$ cat src/rtl/ookrs_pkg.sv
// ----------------------------------------------------------------------------
// ookrs_pkg
// Shared types and constants for the on-off-keyed remote switch encoder.
// ----------------------------------------------------------------------------
package ookrs_pkg;

   localparam int FRAME_W   = 40;
   localparam int INDEX_W   = 6;
   localparam int TICKS_W   = 13;
   localparam int UNITS_W   = 5;
   localparam int DELAY_W   = 8;
   localparam int REPEAT_W  = 8;
   localparam int KIND_W    = 2;
   localparam int CODE_W    = 24;
   localparam int CSR_IDX_W = 1;
   localparam int CSR_DAT_W = 8;

   // input item selector
   localparam logic [KIND_W-1:0] KIND_TICK      = 2'd0;
   localparam logic [KIND_W-1:0] KIND_START_F0  = 2'd1;
   localparam logic [KIND_W-1:0] KIND_START_TRI = 2'd2;
   localparam logic [KIND_W-1:0] KIND_NOP       = 2'd3;

   // register map
   localparam logic [CSR_IDX_W-1:0] CSR_UNIT_DELAY   = 1'b0;
   localparam logic [CSR_IDX_W-1:0] CSR_REPEAT_COUNT = 1'b1;

   localparam logic [DELAY_W-1:0]  UNIT_DELAY_RST   = 8'd100;
   localparam logic [REPEAT_W-1:0] REPEAT_COUNT_RST = 8'd4;

   // pulse lengths in units
   localparam logic [UNITS_W-1:0] LONG_UNITS  = 5'd12;
   localparam logic [UNITS_W-1:0] SHORT_UNITS = 5'd6;
   localparam logic [UNITS_W-1:0] TRI_ONE_HI  = 5'd13;
   localparam logic [UNITS_W-1:0] TRI_ONE_LO  = 5'd5;
   localparam logic [UNITS_W-1:0] TRI_ZERO_HI = 5'd7;
   localparam logic [UNITS_W-1:0] TRI_ZERO_LO = 5'd11;
   localparam logic [UNITS_W-1:0] SYNC_UNITS  = 5'd7;
   localparam logic [UNITS_W-1:0] GAP_UNITS   = 5'd24;

   // pulse counts; the index equal to the count is the trailing gap
   localparam logic [INDEX_W-1:0] PULSES_F0  = 6'd41;
   localparam logic [INDEX_W-1:0] PULSES_TRI = 6'd49;
   localparam logic [INDEX_W-1:0] HOUSE_BITS = 6'd24;
   localparam logic [INDEX_W-1:0] TRI_PAIRS_END = 6'd48;

   typedef struct packed {
      logic                format_mode;
      logic [FRAME_W-1:0]  frame_bits;
      logic [INDEX_W-1:0]  index;
      logic [DELAY_W-1:0]  unit_delay;
   } pulse_sel_type;

   typedef struct packed {
      logic [TICKS_W-1:0] ticks;
      logic               level;
   } pulse_load_type;

endpackage

$ cat src/rtl/ookrs_pulse_table.sv
// ----------------------------------------------------------------------------
// ookrs_pulse_table
// Length in ticks and line level of one pulse of the frame.
// ----------------------------------------------------------------------------
module ookrs_pulse_table (
   input  ookrs_pkg::pulse_sel_type  sel,
   output ookrs_pkg::pulse_load_type load
);
   import ookrs_pkg::*;

   logic [INDEX_W-1:0] count;
   logic [INDEX_W-1:0] bit_pos;
   logic [INDEX_W-2:0] pair;
   logic               data_bit;
   logic [UNITS_W-1:0] units;
   logic [DELAY_W-1:0] delay;
   logic               in_frame;

   always_comb begin
      count    = sel.format_mode ? PULSES_TRI : PULSES_F0;
      in_frame = (sel.index < count);
      pair     = sel.index[INDEX_W-1:1];
      bit_pos  = '0;
      units    = GAP_UNITS;
      if (!sel.format_mode) begin
         // house bits, inverted house LSB, then command bits
         if (sel.index < HOUSE_BITS) begin
            bit_pos = 6'd39 - sel.index;
         end else if (sel.index == HOUSE_BITS) begin
            bit_pos = 6'd16;
         end else if (in_frame) begin
            bit_pos = 6'd40 - sel.index;
         end
      end else begin
         if (sel.index < TRI_PAIRS_END) begin
            bit_pos = {1'b0, 5'd23 - pair};
         end
      end
      data_bit = sel.frame_bits[bit_pos];
      if (!in_frame) begin
         units = GAP_UNITS;
      end else if (!sel.format_mode) begin
         if (sel.index == HOUSE_BITS) begin
            units = data_bit ? SHORT_UNITS : LONG_UNITS;
         end else begin
            units = data_bit ? LONG_UNITS : SHORT_UNITS;
         end
      end else if (sel.index < TRI_PAIRS_END) begin
         if (data_bit) begin
            units = sel.index[0] ? TRI_ONE_LO : TRI_ONE_HI;
         end else begin
            units = sel.index[0] ? TRI_ZERO_LO : TRI_ZERO_HI;
         end
      end else begin
         units = SYNC_UNITS;
      end
      // zero delay counts as one tick per unit
      delay      = (sel.unit_delay == '0) ? DELAY_W'(1) : sel.unit_delay;
      load.ticks = TICKS_W'(units) * TICKS_W'(delay);
      load.level = in_frame & ~sel.index[0];
   end

endmodule

$ cat src/rtl/ook_remote_switch_pulse_encoder_core.sv
// ----------------------------------------------------------------------------
// ook_remote_switch_pulse_encoder_core
// On-off-keyed pulse encoder for remote power switches, driven one tick or
// start request at a time.
// ----------------------------------------------------------------------------
//  channel | direction | handshake           | payload
//  req_    | in        | req_valid/req_stall | kind, house_code, command_bits
//  rsp_    | out       | rsp_valid/rsp_stall | tx_level, busy_res, start_ignored,
//          |           |                     | send_done
//  csr_    | in        | csr_valid/csr_ready | index, data (unit_delay, repeat_count)
//
//  One item per clock cycle sustained while rsp_ is not stalled; a result
//  passes through the input register, then the result register.
//  The pulse length is a 5x8 multiply between the two registers; no loop.
//  Reset is synchronous and returns the registers to 100 ticks per unit and
//  four repeats; no clearing pass is needed.
//  A stall on rsp_ holds the result register and backs up into req_stall
//  only when the input register is also full.
// ----------------------------------------------------------------------------
module ook_remote_switch_pulse_encoder_core (
   input  logic                                clock,
   input  logic                                reset,
   input  logic                                req_valid,
   output logic                                req_stall,
   input  logic [ookrs_pkg::KIND_W-1:0]        req_kind,
   input  logic [ookrs_pkg::CODE_W-1:0]        req_house_code,
   input  logic [ookrs_pkg::CODE_W-1:0]        req_command_bits,
   output logic                                rsp_valid,
   input  logic                                rsp_stall,
   output logic                                rsp_tx_level,
   output logic                                rsp_busy_res,
   output logic                                rsp_start_ignored,
   output logic                                rsp_send_done,
   input  logic                                csr_valid,
   output logic                                csr_ready,
   input  logic [ookrs_pkg::CSR_IDX_W-1:0]     csr_index,
   input  logic [ookrs_pkg::CSR_DAT_W-1:0]     csr_data
);
   import ookrs_pkg::*;

   // configuration
   logic [DELAY_W-1:0]  unit_delay_ff, unit_delay_in;
   logic [REPEAT_W-1:0] repeat_count_ff, repeat_count_in;

   // input register
   logic                s1_valid_ff, s1_valid_in;
   logic [KIND_W-1:0]   s1_kind_ff;
   logic [CODE_W-1:0]   s1_house_ff;
   logic [CODE_W-1:0]   s1_cmd_ff;

   // encoder state
   logic [FRAME_W-1:0]  frame_bits_ff, frame_bits_in;
   logic                format_mode_ff, format_mode_in;
   logic                active_ff, active_in;
   logic [INDEX_W-1:0]  pulse_index_ff, pulse_index_in;
   logic [TICKS_W-1:0]  ticks_left_ff, ticks_left_in;
   logic [REPEAT_W-1:0] repeats_left_ff, repeats_left_in;
   logic                line_level_ff, line_level_in;

   // result register
   logic                rsp_valid_ff, rsp_valid_in;
   logic                tx_ff, tx_in;
   logic                busy_ff, busy_in;
   logic                ign_ff, ign_in;
   logic                done_ff, done_in;

   logic                in_take;
   logic                out_free;
   logic                s1_fire;
   logic                is_start;
   logic [FRAME_W-1:0]  start_frame;
   logic [TICKS_W-1:0]  ticks_dec;
   logic [INDEX_W-1:0]  count;
   logic                at_gap;
   logic [REPEAT_W-1:0] repeats_dec;
   pulse_sel_type       sel;
   pulse_load_type      load;

   // the registers are always writable
   assign csr_ready = 1'b1;

   // result register frees up when empty or being drained
   assign out_free  = ~rsp_valid_ff | ~rsp_stall;
   assign s1_fire   = s1_valid_ff & out_free;
   assign req_stall = s1_valid_ff & ~out_free;
   assign in_take   = req_valid & ~req_stall;

   assign rsp_valid         = rsp_valid_ff;
   assign rsp_tx_level      = tx_ff;
   assign rsp_busy_res      = busy_ff;
   assign rsp_start_ignored = ign_ff;
   assign rsp_send_done     = done_ff;

   always_comb begin
      unit_delay_in   = unit_delay_ff;
      repeat_count_in = repeat_count_ff;
      if (csr_valid && csr_ready) begin
         case (csr_index)
            CSR_UNIT_DELAY:   unit_delay_in   = csr_data;
            CSR_REPEAT_COUNT: repeat_count_in = csr_data;
            default:          ;
         endcase
      end
   end

   // pick what the pulse table looks at: the new frame on a start, the
   // held frame at the next pulse (or the first pulse of a repeat) on a tick
   always_comb begin
      is_start    = (s1_kind_ff == KIND_START_F0) || (s1_kind_ff == KIND_START_TRI);
      start_frame = (s1_kind_ff == KIND_START_TRI) ?
                    {16'b0, s1_cmd_ff} : {s1_house_ff, s1_cmd_ff[15:0]};
      count       = format_mode_ff ? PULSES_TRI : PULSES_F0;
      at_gap      = (pulse_index_ff >= count);
      ticks_dec   = (ticks_left_ff != '0) ? ticks_left_ff - TICKS_W'(1) : ticks_left_ff;
      repeats_dec = repeats_left_ff - REPEAT_W'(1);
      sel.unit_delay = unit_delay_ff;
      if (is_start) begin
         sel.format_mode = (s1_kind_ff == KIND_START_TRI);
         sel.frame_bits  = start_frame;
         sel.index       = '0;
      end else begin
         sel.format_mode = format_mode_ff;
         sel.frame_bits  = frame_bits_ff;
         sel.index       = at_gap ? '0 : pulse_index_ff + INDEX_W'(1);
      end
   end

   ookrs_pulse_table u_table (
      .sel  (sel),
      .load (load)
   );

   always_comb begin
      frame_bits_in   = frame_bits_ff;
      format_mode_in  = format_mode_ff;
      active_in       = active_ff;
      pulse_index_in  = pulse_index_ff;
      ticks_left_in   = ticks_left_ff;
      repeats_left_in = repeats_left_ff;
      line_level_in   = line_level_ff;
      tx_in           = tx_ff;
      busy_in         = busy_ff;
      ign_in          = ign_ff;
      done_in         = done_ff;
      if (s1_fire) begin
         tx_in   = line_level_ff;
         busy_in = active_ff;
         ign_in  = 1'b0;
         done_in = 1'b0;
         case (s1_kind_ff)
            KIND_TICK: begin
               if (active_ff) begin
                  ticks_left_in = ticks_dec;
                  if (ticks_dec == '0) begin
                     if (at_gap) begin
                        // end of one repeat: drop out or restart the frame
                        repeats_left_in = repeats_dec;
                        pulse_index_in  = '0;
                        if (repeats_dec == '0) begin
                           active_in     = 1'b0;
                           line_level_in = 1'b0;
                           done_in       = 1'b1;
                        end else begin
                           ticks_left_in = load.ticks;
                           line_level_in = load.level;
                        end
                     end else begin
                        pulse_index_in = sel.index;
                        ticks_left_in  = load.ticks;
                        line_level_in  = load.level;
                     end
                  end
               end else begin
                  tx_in = 1'b0;
               end
            end
            KIND_START_F0, KIND_START_TRI: begin
               if (active_ff) begin
                  ign_in = 1'b1;
               end else if (repeat_count_ff != '0) begin
                  format_mode_in  = sel.format_mode;
                  frame_bits_in   = start_frame;
                  repeats_left_in = repeat_count_ff;
                  pulse_index_in  = '0;
                  active_in       = 1'b1;
                  ticks_left_in   = load.ticks;
                  line_level_in   = load.level;
                  tx_in           = load.level;
                  busy_in         = 1'b1;
               end
            end
            default: ;
         endcase
      end
   end

   always_comb begin
      s1_valid_in = s1_valid_ff;
      if (in_take) begin
         s1_valid_in = 1'b1;
      end else if (s1_fire) begin
         s1_valid_in = 1'b0;
      end
      rsp_valid_in = rsp_valid_ff;
      if (s1_fire) begin
         rsp_valid_in = 1'b1;
      end else if (!rsp_stall) begin
         rsp_valid_in = 1'b0;
      end
   end

   always_ff @(posedge clock) begin
      if (reset) begin
         unit_delay_ff   <= UNIT_DELAY_RST;
         repeat_count_ff <= REPEAT_COUNT_RST;
         s1_valid_ff     <= 1'b0;
         rsp_valid_ff    <= 1'b0;
         frame_bits_ff   <= '0;
         format_mode_ff  <= 1'b0;
         active_ff       <= 1'b0;
         pulse_index_ff  <= '0;
         ticks_left_ff   <= '0;
         repeats_left_ff <= '0;
         line_level_ff   <= 1'b0;
      end else begin
         unit_delay_ff   <= unit_delay_in;
         repeat_count_ff <= repeat_count_in;
         s1_valid_ff     <= s1_valid_in;
         rsp_valid_ff    <= rsp_valid_in;
         frame_bits_ff   <= frame_bits_in;
         format_mode_ff  <= format_mode_in;
         active_ff       <= active_in;
         pulse_index_ff  <= pulse_index_in;
         ticks_left_ff   <= ticks_left_in;
         repeats_left_ff <= repeats_left_in;
         line_level_ff   <= line_level_in;
      end
   end

   // payload registers: hold the item and the result, no reset
   always_ff @(posedge clock) begin
      if (in_take) begin
         s1_kind_ff  <= req_kind;
         s1_house_ff <= req_house_code;
         s1_cmd_ff   <= req_command_bits;
      end
      tx_ff   <= tx_in;
      busy_ff <= busy_in;
      ign_ff  <= ign_in;
      done_ff <= done_in;
   end

`ifndef SYNTHESIS
   // the final tick of a transmission still counts as busy
   a_done_busy: assert property (@(posedge clock) disable iff (reset)
      rsp_valid_ff && done_ff |-> busy_ff)
      else $error("send_done without busy_res");

   // a start is only dropped while a transmission runs
   a_ign_busy: assert property (@(posedge clock) disable iff (reset)
      rsp_valid_ff && ign_ff |-> busy_ff)
      else $error("start_ignored while idle");

   // idle line stays low
   a_idle_low: assert property (@(posedge clock) disable iff (reset)
      !active_ff |-> !line_level_ff)
      else $error("line high while idle");

   // a running pulse never sits at zero ticks
   a_ticks_live: assert property (@(posedge clock) disable iff (reset)
      active_ff |-> ticks_left_ff != '0)
      else $error("active with no ticks left");
`endif

endmodule

$ cat config.mk
export PLATFORM = sky130hd
export DESIGN_NAME = ook_remote_switch_pulse_encoder_core
export DESIGN_NICKNAME = d
export VERILOG_FILES = /design/src/rtl/ookrs_pkg.sv /design/src/rtl/ookrs_pulse_table.sv /design/src/rtl/ook_remote_switch_pulse_encoder_core.sv
export SDC_FILE = /design/constraint.sdc
export NUM_CORES = 1
export LEC_CHECK = 0
export ABC_AREA = 1
export BUFFER_PORTS_ARGS = -buffer_cell sky130_fd_sc_hd__buf_4
export CELL_PAD_IN_SITES_DETAIL_PLACEMENT = 1
export CELL_PAD_IN_SITES_GLOBAL_PLACEMENT = 2
export CORE_MARGIN = 3
export CORE_UTILIZATION = 33
export CTS_CLUSTER_DIAMETER = 150
export DETAILED_ROUTE_END_ITERATION = 10
export PLACE_DENSITY_LB_ADDON = 0.15
export SLEW_MARGIN = 25
export SYNTH_ARGS = -nofsm -noshare
export SYNTH_HDL_FRONTEND = slang
export SYNTH_SLANG_ARGS = --single-unit
$ cat constraint.sdc
create_clock -name clock -period 7.2 [get_ports clock]
set_input_delay 1.44 -clock clock [delete_from_list [all_inputs] [get_ports clock]]
set_output_delay 1.44 -clock clock [all_outputs]
set_load 0.1 [all_outputs]
==> flow_summary_export.csv <==
group,metric,value,unit
power,total_leakage_power,4.62,nW
min_path,min_path_type,"flip-flop to flip-flop",
global_routing,wire_length_of_the_first_global_routing_pass,41000,um
synth,synth.cells.most_frequent,"nand2_1, inv_1, o21ai_0",
route,firstDrtPassIters,5,
power,design_power_total,2.95,mW
clock_tree,clk_latency,0.43,ns
sta,fin_crit,6.86,ns
critical_path,required_time_at_the_endpoint_of_the_critical_path,7.53,ns
final_layout,num-nets-final,1283,
synth,synth.most_common_cell,"nand2_1",
synth,synth_fp_nets,1196,
power,peakVddDrop,0.000147,V
critical_path,reg2reg_depth,42,
sta,timing.final.ws_setup,0.340,ns
floorplan,fp-row-count,58,
power,switching_share,37.6,%
clock_tree,clock_sink_count,142,
clock_tree,h-tree-depth,4,
run,maxCapViolCount,0,
sta,final_hold_viol_count,0,
min_path,min_delay_path_depth,2,
global_routing,grt_start_max_net_pins,65,
clock_tree,clk_path_buf_depth,2,
route,route.detailed.drc,0,
synth,post_synth_num_cell_types,55,
outcome,result_of_the_run,"completed",
critical_path,critPathKind,"flip-flop to flip-flop",
power,power_density,280,nW/um^2
synth,synthArstFlopShare,0,%
place,buffer_ports.inserted,69,
floorplan,design.portCount,71,
sta,fin_skew,0.0169,ns
final_layout,final_layout_size_suffix_gt1_share,21.4,%
final_layout,area.growth.synth_to_final,22.8,%
synth,synth_enable_flop_cells,54,
floorplan,die_width,167,um
synth,synthCells,1075,
route,detail_route.wl_per_cell,16.6,um
final_layout,final_layout_fill_cell_count,3045,
critical_path,worstSetupStartpointType,"flip-flop",
critical_path,setup_crit_end_kind,"flip-flop",
power,power.clock.fraction,32.1,%
power,power.switching,1.11,mW
power,power_report.internal_total,1.85,mW
critical_path,slowest_delay,0.51,ns
route,overall_via_count_from_detail_route,7449,
synth,prevailing_post_synth_register_cell,"dfxtp_1",
route,detail_route.wirelength,24900,um
global_routing,groute.usage.overall,18.0,%
place,place_hpwl,18100,um
clock_tree,cts_tree,"yes",
place,post-place-cells,1461,
floorplan,die_height,167,um
synth,netlist.top_cell.by_area,"dfxtp_1",
sta,max_freq,0.146,GHz
sta,rsz_0062_raised_after_global_routing,"true",
critical_path,worst-endpoint-arrival,7.19,ns
place,globalplace.congestion,0.820,
clock_tree,cts_root_buffer,"clkbuf_16",
final_layout,number_of_antenna_cells_inserted,0,
sta,whs,0.448,ns
synth,syn_avg_cell_area,8.01,sq um
sta,report.final.slew_viol_count,0,
sta,relSlewSlack,36.9,%
synth,syn_area,8610,sq um
sta,finalCritPeriodShare,95.3,%
clock_tree,cts-buffers-inserted,17,
synth,synth.yosys.seq_area_share,39.3,%
global_routing,global_route.overflow_total,0,
sta,setup_viol,0,
sta,tightestPinTransition,0.946,ns
critical_path,critical_path_peak_fanout,8,
power,p_seq_share,31.3,%
floorplan,die_outline_area,28100,sq um
global_routing,number_of_antenna_violations_at_the_first_check_in_global_routing,0,
final_layout,final_non_filler_cell_total,1505,
final_layout,seqCellArea,3390,sq um
clock_tree,worst_setup_hold_path_clk_slew,0.07,ns
power,p_comb_share,36.6,%
final_layout,area_occupied_by_multi_input_gates,4800,sq um
synth,synth.area.top_cells,"dfxtp_1, edfxtp_1, nand2_1, o21ai_0, ha_1",
route,post_drt_via_cell_ratio,4.95,
floorplan,floorplan.initialDensity,33.9,%
critical_path,cell_at_the_slowest_stage_of_the_critical_path,"fa_1",
place,dp_worst_setup_slack,-0.0164,ns
global_routing,first_global_vias,7802,
synth,synth.ff_latch_count,142,
route,drt_iter0_drc,452,
floorplan,core-area,25400,sq um
synth,ys.warnings.count,0,
route,final_ant_viol_nets,0,
synth,netlist.area_leader.share,20.5,%
layout by cell type, fill, tap and decap left out, drive strengths merged, types with 18 or more instances in the layout:
cell type  Yosys  final
a21oi         80     80
buf           12    112
clkbuf        32     18
dfxtp         88     88
edfxtp        54     54
fa            18     18
ha            39     39
inv          132    140
nand2        212    212
nand3         78     78
nor2         105    105
o211ai        19     19
o21ai        109    109
xor2          20     20
cell type report:
cell class | count | share of cell area [%]
clock buffers | 18 | 4.16
clock inverters | 14 | 1.61
well taps | 330 | 3.91
inverters | 133 | 4.78
repair buffers | 112 | 8.03
multi-input cells | 756 | 45.4
flip-flops and latches | 142 | 32.1
logic make-up (layout without fill, tap and decap cells):
group	after synthesis	after routing	synth area share, %
adder cells (fa/ha/maj)	57	57	9.86
AO/OA/AOI/OAI	236	236	15.9
XOR/XNOR	26	26	2.73
flip-flops	142	142	39.3
buffers and inverters	177	277	8.14
AND/OR/NAND/NOR	428	428	23.1
other	1	1	0.0436
multiplexers	8	8	0.931
registers in the layout (all words and copies together) (netlist names), 2 cells and up:
signal,count
unit_delay_ff,8
ticks_left_ff,13
s1_cmd_ff,24
s1_house_ff,24
pulse_index_ff,6
s1_kind_ff,2
repeat_count_ff,8
frame_bits_ff,40
repeats_left_ff,8
power groups by stage:
| stage | Clock (mW) | Combinational [mW] | Sequential [mW] |
|---|---|---|---|
| floorplan | 0 | 0.702 | 0.942 |
| global placement | 0 | 0.962 | 0.941 |
| detailed placement | 0 | 0.969 | 0.942 |
| CTS | 0.973 | 0.982 | 0.925 |
| global route | 1.01 | 1.23 | 0.932 |
| finish | 0.947 | 1.08 | 0.925 |
per-layer routing:
metal	share of wire (%)	up-vias	global-route usage (%)
met5	0	-	0
met4	0.69	0	3.77
met3	2.4	13	2.83
met2	49	91	31.3
met1	47	3582	23.8
li1	-	3763	-
final timing paths:
check	startpoint	to	slack (ns)
max	format_mode_ff	ticks_left_ff[12]	0.34
min reg2reg	frame_bits_ff[0]	frame_bits_ff[0]	0.45
min	frame_bits_ff[0]	frame_bits_ff[0]	0.45
max reg2reg	format_mode_ff	ticks_left_ff[12]	0.34
metrics by stage:
stage                     area (sq um)  utilization, %  setup TNS (ns)
after detailed placement          9580            37.7         -0.0164
after floorplan                   8610               -               0
after global routing             10600            41.6          -0.229
after global placement            9580            37.7               0
after CTS                        10200            40.1               0
final                            10600            41.6               0
worst max-delay path: cells and delay by family (launching register included):
kind                       cells  cell delay (ns)
xor gates and xnor gates       1             0.14
and+or+nand+nor               20             1.85
adders and majority gates      7             2.44
buffers and inverters          5             0.32
DFF                            1             0.37
AOI/OAI and AO/OA              9             1.63
timing repair:
| action | in CTS | in global routing |
|---|---|---|
| resized for setup | 3 | 61 |
| endpoints found under the setup margin | 1 | 4 |
| buffers inserted | 0 | 12 |
| pin swaps | 0 | 33 |
| hold buffers | 0 | 0 |
(Power assumes the default switching activity.)
